`src/hdl/assert_macros.svh`:
```
// assertion helpers shared by the rtl files
`ifndef ASSERT_MACROS_SVH
`define ASSERT_MACROS_SVH

// concurrent assertion on an explicit clock and active-low reset
`define ZB_ASSERT_CLK(lbl, clk, rst_n, prop, msg) \
  lbl: assert property (@(posedge clk) disable iff (!rst_n) (prop)) else $error(msg);

// concurrent assertion on the default clock and reset of this project
`define ZB_ASSERT(lbl, prop, msg) \
  `ZB_ASSERT_CLK(lbl, clk_i, rst_ni, prop, msg)

`endif

```
`src/hdl/zb32_pkg.sv`:
```
// ----------------------------------------------------------------------------
// zb32_pkg
// shared types, constants and the alphabet lookup of the zbase32 encoder
// ----------------------------------------------------------------------------
package zb32_pkg;

  localparam int unsigned ByteW    = 8;
  localparam int unsigned SymW     = 5;
  localparam int unsigned CharW    = 7;
  localparam int unsigned CntW     = 2;
  localparam int unsigned QueueDepthDef = 2;

  // alphabet, first character in the top byte
  localparam logic [255:0] AlphabetStr = "ybndrfg8ejkmcpqxot1uwisza345h769";

  // packing phase, one-hot
  typedef enum logic [4:0] {
    PH0 = 5'b00001,
    PH1 = 5'b00010,
    PH2 = 5'b00100,
    PH3 = 5'b01000,
    PH4 = 5'b10000
  } phase_e;

  // one classified word: up to three symbols and their count
  typedef struct packed {
    logic [SymW-1:0] sym0;
    logic [SymW-1:0] sym1;
    logic [SymW-1:0] sym2;
    logic [CntW-1:0] count;
    logic            last;
  } job_t;

  // symbol value to ascii code
  function automatic logic [CharW-1:0] sym_to_char(input logic [SymW-1:0] sym);
    logic [7:0] base;
    base = 8'(8 * (31 - int'(sym)));
    return AlphabetStr[base +: CharW];
  endfunction

endpackage

```
`src/hdl/zb32_front.sv`:
```
// ----------------------------------------------------------------------------
// zb32_front
// accepts input bytes, tracks the packing phase and leftover bits, and
// splits each byte into the symbols it completes, plus a flush symbol on a last byte
// ----------------------------------------------------------------------------
module zb32_front
  import zb32_pkg::*;
(
  input  logic             clk_i,
  input  logic             rst_ni,
  input  logic             in_valid_i,
  output logic             in_ready_o,
  input  logic [ByteW-1:0] in_byte_i,
  input  logic             in_last_i,
  input  logic             q_full_i,
  output logic             push_o,
  output job_t             job_o
);

  `include "assert_macros.svh"

  phase_e      phase_q, phase_d;
  logic [3:0]  left_q, left_d;
  logic        accept;
  phase_e      ph_nxt;
  logic [3:0]  lo_nxt;
  logic [11:0] x;
  job_t        job;

  assign in_ready_o = ~q_full_i;
  assign accept     = in_valid_i & ~q_full_i;

  // split the byte according to the phase
  always_comb begin
    x      = '0;
    job    = '0;
    ph_nxt = PH0;
    lo_nxt = '0;
    case (phase_q)
      PH1: begin
        x         = {1'b0, in_byte_i, left_q[2:0]};
        job.sym0  = x[4:0];
        job.sym1  = x[9:5];
        job.count = 2'd2;
        lo_nxt    = {3'b000, x[10]};
        ph_nxt    = PH2;
      end
      PH2: begin
        x         = {3'b000, in_byte_i, left_q[0]};
        job.sym0  = x[4:0];
        job.count = 2'd1;
        lo_nxt    = x[8:5];
        ph_nxt    = PH3;
      end
      PH3: begin
        x         = {in_byte_i, left_q[3:0]};
        job.sym0  = x[4:0];
        job.sym1  = x[9:5];
        job.count = 2'd2;
        lo_nxt    = {2'b00, x[11:10]};
        ph_nxt    = PH4;
      end
      PH4: begin
        x         = {2'b00, in_byte_i, left_q[1:0]};
        job.sym0  = x[4:0];
        job.sym1  = x[9:5];
        job.count = 2'd2;
        lo_nxt    = '0;
        ph_nxt    = PH0;
      end
      default: begin
        // start of a five-byte group
        x         = {4'b0000, in_byte_i};
        job.sym0  = x[4:0];
        job.count = 2'd1;
        lo_nxt    = {1'b0, x[7:5]};
        ph_nxt    = PH1;
      end
    endcase
    // flush of waiting bits on the last byte
    job.last = in_last_i;
    if (in_last_i && ph_nxt != PH0) begin
      if (job.count == 2'd1) begin
        job.sym1 = {1'b0, lo_nxt};
      end else begin
        job.sym2 = {1'b0, lo_nxt};
      end
      job.count = job.count + 2'd1;
    end
  end

  // state update
  always_comb begin
    phase_d = phase_q;
    left_d  = left_q;
    if (accept) begin
      phase_d = in_last_i ? PH0 : ph_nxt;
      left_d  = in_last_i ? 4'd0 : lo_nxt;
    end
  end

  always_ff @(posedge clk_i or negedge rst_ni) begin
    if (!rst_ni) begin
      phase_q <= PH0;
      left_q  <= '0;
    end else begin
      phase_q <= phase_d;
      left_q  <= left_d;
    end
  end

  assign push_o = accept;
  assign job_o  = job;

  // a last byte always returns the packer to the group start
  `ZB_ASSERT(a_last_resets_phase, accept && in_last_i |=> phase_q == PH0 && left_q == 4'd0, "phase not cleared after last word")

endmodule

```
`src/hdl/zb32_queue.sv`:
```
// ----------------------------------------------------------------------------
// zb32_queue
// short register queue of classified words between front and back
// ----------------------------------------------------------------------------
module zb32_queue
  import zb32_pkg::*;
#(
  parameter int unsigned Depth = QueueDepthDef
) (
  input  logic clk_i,
  input  logic rst_ni,
  input  logic push_i,
  input  job_t job_i,
  input  logic pop_i,
  output logic full_o,
  output logic valid_o,
  output job_t head_o
);

  `include "assert_macros.svh"

  localparam int unsigned PtrW = (Depth > 1) ? $clog2(Depth) : 1;
  localparam int unsigned NumW = $clog2(Depth + 1);
  localparam logic [PtrW-1:0] LastPtr = PtrW'(Depth - 1);
  localparam logic [NumW-1:0] DepthN  = NumW'(Depth);

  job_t            entry_q [Depth];
  logic [PtrW-1:0] wr_q, wr_d, rd_q, rd_d;
  logic [NumW-1:0] num_q, num_d;
  logic            do_push, do_pop;

  assign full_o  = (num_q == DepthN);
  assign valid_o = (num_q != '0);
  assign head_o  = entry_q[rd_q];
  assign do_push = push_i & ~full_o;
  assign do_pop  = pop_i & valid_o;

  // pointer and fill level
  always_comb begin
    wr_d  = wr_q;
    rd_d  = rd_q;
    num_d = num_q;
    if (do_push) begin
      wr_d = (wr_q == LastPtr) ? '0 : wr_q + 1'b1;
    end
    if (do_pop) begin
      rd_d = (rd_q == LastPtr) ? '0 : rd_q + 1'b1;
    end
    if (do_push && !do_pop) begin
      num_d = num_q + 1'b1;
    end else if (do_pop && !do_push) begin
      num_d = num_q - 1'b1;
    end
  end

  always_ff @(posedge clk_i or negedge rst_ni) begin
    if (!rst_ni) begin
      wr_q  <= '0;
      rd_q  <= '0;
      num_q <= '0;
    end else begin
      wr_q  <= wr_d;
      rd_q  <= rd_d;
      num_q <= num_d;
    end
  end

  // entry storage
  always_ff @(posedge clk_i) begin
    if (do_push) begin
      entry_q[wr_q] <= job_i;
    end
  end

  // fill level and pointers agree
  `ZB_ASSERT(a_level_ok, num_q <= DepthN && (num_q == DepthN || num_q == '0 || wr_q != rd_q), "queue level and pointers disagree")

endmodule

```
`src/hdl/zb32_back.sv`:
```
// ----------------------------------------------------------------------------
// zb32_back
// walks the symbols of the head word one per cycle into the output register unless the output stalls
// ----------------------------------------------------------------------------
module zb32_back
  import zb32_pkg::*;
(
  input  logic             clk_i,
  input  logic             rst_ni,
  input  logic             head_valid_i,
  input  job_t             head_i,
  output logic             pop_o,
  output logic             out_valid_o,
  input  logic             out_ready_i,
  output logic [CharW-1:0] out_char_o,
  output logic             out_last_o
);

  `include "assert_macros.svh"

  logic [CntW-1:0]  idx_q, idx_d;
  logic             vld_q, vld_d;
  logic [CharW-1:0] char_q;
  logic             last_q;
  logic             take, emit, final_sym;
  logic [SymW-1:0]  sym;

  assign take      = ~vld_q | out_ready_i;
  assign emit      = head_valid_i & take;
  assign final_sym = (idx_q == head_i.count - 2'd1);
  assign pop_o     = emit & final_sym;

  // symbol selection
  always_comb begin
    case (idx_q)
      2'd0:    sym = head_i.sym0;
      2'd1:    sym = head_i.sym1;
      default: sym = head_i.sym2;
    endcase
  end

  // symbol index and output valid
  always_comb begin
    idx_d = idx_q;
    vld_d = vld_q & ~out_ready_i;
    if (emit) begin
      idx_d = final_sym ? '0 : idx_q + 2'd1;
      vld_d = 1'b1;
    end
  end

  always_ff @(posedge clk_i or negedge rst_ni) begin
    if (!rst_ni) begin
      idx_q <= '0;
      vld_q <= 1'b0;
    end else begin
      idx_q <= idx_d;
      vld_q <= vld_d;
    end
  end

  // output payload
  always_ff @(posedge clk_i) begin
    if (emit) begin
      char_q <= sym_to_char(sym);
      last_q <= head_i.last & final_sym;
    end
  end

  assign out_valid_o = vld_q;
  assign out_char_o  = char_q;
  assign out_last_o  = last_q;

  // the symbol index never runs past the head word
  `ZB_ASSERT(a_idx_in_range, head_valid_i |-> idx_q < head_i.count, "symbol index beyond word")

endmodule

```
`src/hdl/lsb_first_zbase32_encoder_unit.sv`:
```
// ----------------------------------------------------------------------------
// lsb_first_zbase32_encoder_unit
// least-significant-first zbase32 encoder, one byte in, ascii characters out
// ----------------------------------------------------------------------------
// Each input byte gives one or two characters, plus one flush character
// when it is marked last and bits are still waiting; a five-byte group
// gives eight characters. The output side delivers one character per
// clock while m_axis_tready does not stall it. The input is taken every
// cycle while the word queue (QueueDepth entries) has room. When the
// back end is idle, the word of an accepted byte is written into the
// queue and its first character then into the output register that
// drives m_axis_tvalid. No clearing pass is needed after reset.
module lsb_first_zbase32_encoder_unit
  import zb32_pkg::*;
#(
  parameter int unsigned QueueDepth = QueueDepthDef
) (
  input  logic       clk_i,
  input  logic       rst_ni,
  input  logic       s_axis_tvalid,
  output logic       s_axis_tready,
  input  logic [7:0] s_axis_tdata,  // [7:0] data_byte
  input  logic       s_axis_tlast,  // last_byte
  output logic       m_axis_tvalid,
  input  logic       m_axis_tready,
  output logic [7:0] m_axis_tdata,  // [6:0] symbol_char, [7] zero
  output logic       m_axis_tlast   // last_symbol
);

  logic             push, pop, q_full, q_valid;
  job_t             job, head;
  logic [CharW-1:0] out_char;

  // front: phase tracking and symbol split
  zb32_front u_front (
    .clk_i      (clk_i),
    .rst_ni     (rst_ni),
    .in_valid_i (s_axis_tvalid),
    .in_ready_o (s_axis_tready),
    .in_byte_i  (s_axis_tdata),
    .in_last_i  (s_axis_tlast),
    .q_full_i   (q_full),
    .push_o     (push),
    .job_o      (job)
  );

  // word queue
  zb32_queue #(
    .Depth (QueueDepth)
  ) u_queue (
    .clk_i   (clk_i),
    .rst_ni  (rst_ni),
    .push_i  (push),
    .job_i   (job),
    .pop_i   (pop),
    .full_o  (q_full),
    .valid_o (q_valid),
    .head_o  (head)
  );

  // back: one character per cycle unless m_axis_tready stalls it
  zb32_back u_back (
    .clk_i        (clk_i),
    .rst_ni       (rst_ni),
    .head_valid_i (q_valid),
    .head_i       (head),
    .pop_o        (pop),
    .out_valid_o  (m_axis_tvalid),
    .out_ready_i  (m_axis_tready),
    .out_char_o   (out_char),
    .out_last_o   (m_axis_tlast)
  );

  assign m_axis_tdata = {1'b0, out_char};

endmodule
```
`config.mk`:
```
export PLATFORM = sky130hd
export DESIGN_NAME = lsb_first_zbase32_encoder_unit
export DESIGN_NICKNAME = d
export VERILOG_FILES = /design/src/hdl/zb32_pkg.sv /design/src/hdl/zb32_front.sv /design/src/hdl/zb32_queue.sv /design/src/hdl/zb32_back.sv /design/src/hdl/lsb_first_zbase32_encoder_unit.sv
export VERILOG_INCLUDE_DIRS = /design/src /design/src/hdl
export SDC_FILE = /design/constraint.sdc
export NUM_CORES = 1
export LEC_CHECK = 0
export BUFFER_PORTS_ARGS = -buffer_cell sky130_fd_sc_hd__buf_2
export CELL_PAD_IN_SITES_DETAIL_PLACEMENT = 1
export CELL_PAD_IN_SITES_GLOBAL_PLACEMENT = 2
export CORE_UTILIZATION = 35
export DETAILED_ROUTE_END_ITERATION = 8
export PLACE_DENSITY_LB_ADDON = 0.1
export SYNTH_ARGS = -nofsm -noshare
export SYNTH_HDL_FRONTEND = slang
export SYNTH_HIERARCHICAL = 1
export SYNTH_SLANG_ARGS = --single-unit
```
`constraint.sdc`:
```
create_clock -name clk_i -period 7 [get_ports clk_i]
set_input_delay 1.05 -clock clk_i [delete_from_list [all_inputs] [get_ports clk_i]]
set_output_delay 1.05 -clock clk_i [all_outputs]
set_load 0.01 [all_outputs]
```
# After elaboration in Yosys (flattened, before gate mapping)
# Memory sizes are Yosys's and may differ from the RTL's.
# Cells that the tools add are included.
# op_classes
n_shift,1
n_lt_le_gt_ge,0
div_mod_pow,0
eq_ne,9
n_bitwise,11
reduce_logical,9
mul,0
mux,19
n_addsub,8
# op_table
operator,n
indexed part select 256 x 9 -> 7 bit (first input constant),1
one-hot mux 5 bit (4 select lines),2
one-hot mux 4 bit (4 select lines),1
one-hot mux 5 bit (3 select lines),1
2-to-1 mux 12 bit,1
2-to-1 mux 5 bit,2
one-hot mux 5 bit (2 select lines),1
2-to-1 mux 2 bit,4
2-to-1 mux 4 bit,2
bitwise AND 1 bit,7
adder 2 x 1 -> 2 bit (second input constant),3
== test 5 x 2 -> 1 bit (second input constant),1
== test 5 x 3 -> 1 bit (second input constant),1
== test 5 x 4 -> 1 bit (second input constant),1
== test 5 bit (second input constant),1
2-to-1 mux 1 bit,5
inequality test 5 x 1 -> 1 bit (second input constant),1
subtractor 5 bit (first input constant),1
== test 2 x 1 -> 1 bit (second input constant),2
nonzero test 2 bit,2
subtractor 2 x 1 -> 2 bit (second input constant),2
logical AND 1 bit,3
inverter 1 bit,3
OR reduction 3 bit,1
other kinds (6),8
# totals
reg_bits,24
mem_bits_rw,36
latchBits,0
n_memories,1
rom_bits,0
out_inout_bits,11
# mem_list
name,depth,word_bits,read_ports,rd_clocked_by_memory_dff,wr,line,text
u_queue.entry_q,2,18,1,0,1,zb32_queue.sv:27,job_t entry_q [Depth];

# Depth between registers and ports, before layout
# logic_depth
word_depth,8
mapped_depth,12
mapped_depth_nobuf,11

# Modules after synthesis
# Netlist, hierarchy kept.
# modules_own_cells
module,cells_each,instances,seq_area_each_um2,area_per_inst_um2
zb32_queue,75,1,1181.1,1549.0
zb32_back,104,1,285.3,962.2
zb32_front,105,1,226.5,828.3
lsb_first_zbase32_encoder_unit,2,1,0.0,11.3

# Least setup slack after synthesis
# OpenSTA, ideal clock, no wires.
# synth_path
path_type,register -> register
from,register u_queue.rd_q
to,"register u_back.char_q[2], in the netlist u_back/out_char_o[2] (data pin)"
required_time_ns,6.730
path_slack_ns,4.229
n_path_buf,3
arrival_ns,2.501
path_stages_with_launch,12
cell_sequence,dfrtp_1 -> buf_6 -> buf_12 -> mux2_4 -> a22o_1 -> a21oi_2 -> inv_1 -> ha_1 -> clkbuf_1 -> nor2_1 -> a221oi_1 -> a2111oi_2
# synth_lines
item,line,text
from (decl),zb32_queue.sv:28,"logic [PtrW-1:0] wr_q, wr_d, rd_q, rd_d;"
from (signal assigned),zb32_queue.sv:63,rd_q <= rd_d;
to (signal assigned),zb32_back.sv:65,char_q <= sym_to_char(sym);
to (decl),zb32_back.sv:23,logic [CharW-1:0] char_q;

==> flow_summary.json <==
{
  "outcome": "finished, final reports clean",
  "p_per_area_nw_per_um2": 509,
  "intPower_mw": 1.12,
  "clk_transition_reported_paths_ns": 0.07,
  "fp.dieH_um": 99.8,
  "drt-wirelength-per-cell_um": 17.0,
  "diodes": 0,
  "synth_cell_types": 64,
  "dominantRegCellSynth": "edfxtp_1",
  "cts_setup_buffers": 0,
  "r2r-start": "u_queue/rd_q$_DFFE_PN0P_",
  "synth_compound_area_frac": 0.156,
  "rsz0062_at_grt": "no",
  "whs_ns": 0.493,
  "drc": 0,
  "htree_levels": 3,
  "syn_area_per_cell_um2": 11.7,
  "end_kind": "flip-flop",
  "vias_per_cell": 5.11,
  "cts_tree": "done",
  "seq_power_share": 0.331,
  "pwr-share-comb": 0.504,
  "synth-edff-count": 43,
  "syn-cell-area_um2": 3350,
  "seqCellArea_um2": 1690,
  "multi_input_area_um2": 1480,
  "switching_share": 0.404,
  "clock_latency_ns": 0.32,
  "pwr-share-clk": 0.165,
  "ant_nets": 0,
  "ir_drop_v": 0.000127,
  "post_cts_resized": 0,
  "drt_pass1_iterations": 6,
  "critPathLaunchType": "flip-flop",
  "synthXorXnorAreaFrac": 0.0209,
  "antenna_found_initial": 0,
  "ys.warnings.count": 6,
  "min_period_over_period": 0.464,
  "maxSlewViolCount": 0,
  "drive_gt1_frac": 0.227,
  "fp.coreArea_um2": 9240,
  "synth-adder-area-share": 0.0448,
  "ys_ff_latch": 59,
  "max_slew.worst_pin.slew_ns": 0.934,
  "p_sw_mw": 0.761,
  "r2r-end": "u_back/out_char_o[2]$_DFFE_PP_",
  "muxShareOfSynthArea": 0.0904,
  "postSynth.asyncResetShare": 0.271,
  "grt_start_max_net_pins": 20,
  "final_common_cell": "edfxtp_1",
  "finalHoldViolCount": 0,
  "root_buffer": "clkbuf_8",
  "criticalPathCategory": "flip-flop to flip-flop",
  "min_from": "u_queue/wr_q$_DFFE_PN0N_",
  "nets": 329,
  "finalPower_mw": 1.88,
  "skew_ns": 0.00711,
  "worst-path-max-fanout": 19,
  "hpwlAfterDp_um": 5360,
  "io_pins": 24,
  "die_area_um2": 9970,
  "wl_um": 7450,
  "areaGrowthSynthToFinish_pct": 10.4,
  "ctsHoldBuffers": 0,
  "cts-root-to-sink-buffers": 2,
  "fmax_mhz": 308,
  "relSlewSlack": 0.377,
  "hold_depth": 1,
  "cts.sinks": 59,
  "drt_iter0_drc": 98,
  "reg2reg_depth": 8,
  "gp_congestion": 0.781,
  "grt_pass1_vias": 2362,
  "synth-simple-area-share": 0.123,
  "fill_cells": 1036,
  "place.port_buffers": 21,
  "p_leak_nw": 1.47,
  "synth_top_family_by_area": "compound AO/OA/AOI/OAI gates",
  "required_ns": 7.06,
  "worstHoldPathType": "flip-flop to flip-flop",
  "die_w_um": 99.8,
  "grt_overflow": 0,
  "reg2reg_setup_slack_ns": 3.75,
  "hold_path_end": "u_queue/wr_q$_DFFE_PN0N_",
  "setup_viol": 0,
  "tns_ns": 0,
  "vias": 2240,
  "yosysSeqAreaShare": 0.505,
  "start_util": 0.363,
  "layout_common_cells": "43 x edfxtp_1, 33 x nand2_1, 21 x buf_2",
  "syn-instance-count": 286,
  "row_count": 35,
  "cts_buffers": 9,
  "cp.arrival_ns": 3.31,
  "grt_pass1_wl_um": 12200,
  "period_needed_ns": 3.25,
  "cap_viol_max_count": 0,
  "grt_usage": 0.162
}
==> stage by stage <==
stage,utilization,std cells,area [um2],setup WS [ns]
detailed placement,0.378,422,3500,3.73
CTS,0.400,438,3700,3.71
floorplan,-,288,3360,4.23
global route,0.400,438,3700,3.47
finish,0.400,438,3700,3.75
global placement,0.378,422,3500,3.77
==> metal layers <==
metal / GRT usage / up-vias / routed length, um
met1: 0.206 / 1108 / 3500
li1: - / 1087 / -
met3: 0.0355 / 4 / 206
met5: 0 / - / 0
met2: 0.268 / 41 / 3670
met4: 0.0633 / 0 / 65
==> power groups by stage <==
stage               clock (mW)  combinational, mW  sequential [mW]
detailed placement           0              0.957            0.633
floorplan                    0              0.796            0.591
CTS                      0.323              0.961            0.627
global route             0.338               1.06            0.641
finish                   0.311              0.949            0.623
global placement             0              0.957            0.629
==> critical path: stages, from the launching register on <==
cell	delay, ns
dfrtp_1	0.96
mux2_4	0.35
a22o_1	0.24
a21oi_2	0.35
inv_1	0.17
ha_1	0.46
nor2_1	0.08
a221oi_1	0.31
a2111oi_2	0.06
==> cell usage after synthesis (7+ instances only) <==
cell       n  area share
ha_1      12       0.045
inv_1     13       0.015
nor2_1    20       0.022
o21ai_0   10       0.015
a22oi_1    7       0.016
dfrtp_1   15        0.11
mux2_4     9       0.040
buf_4      8       0.018
a22o_1     8       0.021
edfxtp_1  43        0.39
nand2_1   33       0.037
mux2_2    10       0.034
==> logic make-up (layout without fill, tap and decap cells) <==
group | Yosys count | after routing
compound gates | 68 | 68
xor+xnor | 8 | 8
fa+ha+maj | 12 | 12
buf+inv | 31 | 52
flops | 59 | 59
mux | 22 | 22
other cells | 3 | 5
simple gates | 83 | 83
==> flip-flops by register name (all words and copies together), names as in the netlist <==
name                count
u_queue/num_q           2
u_front/left_q          4
u_queue/entry_q        36
u_back/out_valid_o      1
u_front/phase_q         5
u_queue/rd_q            1
u_back/idx_q            2
u_back/out_char_o       6
u_queue/wr_q            1
u_back/out_last_o       1
==> worst max-delay path by stage <==
| stage | start | depth (start not counted) | slack, ns | endpoint |
|---|---|---|---|---|
| after floorplan | u_queue/rd_q$_DFFE_PN0P_ | 11 | 4.23 | u_back/out_char_o[2]$_DFFE_PP_ |
| after global placement | u_queue/rd_q$_DFFE_PN0P_ | 8 | 3.77 | u_back/out_char_o[2]$_DFFE_PP_ |
| after detailed placement | u_queue/rd_q$_DFFE_PN0P_ | 8 | 3.73 | u_back/out_char_o[2]$_DFFE_PP_ |
| after CTS | u_queue/rd_q$_DFFE_PN0P_ | 8 | 3.71 | u_back/out_char_o[3]$_DFFE_PP_ |
| after global routing | u_queue/rd_q$_DFFE_PN0P_ | 8 | 3.47 | u_back/out_char_o[2]$_DFFE_PP_ |
| final | u_queue/rd_q$_DFFE_PN0P_ | 8 | 3.75 | u_back/out_char_o[2]$_DFFE_PP_ |
==> final cells by class <==
class / instances / area share
Clock inverter: 1 / 0.00135
Tap cell: 129 / 0.0436
Timing Repair Buffer: 22 / 0.0304
Clock buffer: 15 / 0.0534
Sequential cell: 59 / 0.458
Multi-Input combinational cell: 198 / 0.399
Inverter: 14 / 0.0142
Power figures use the tool's default switching activity.
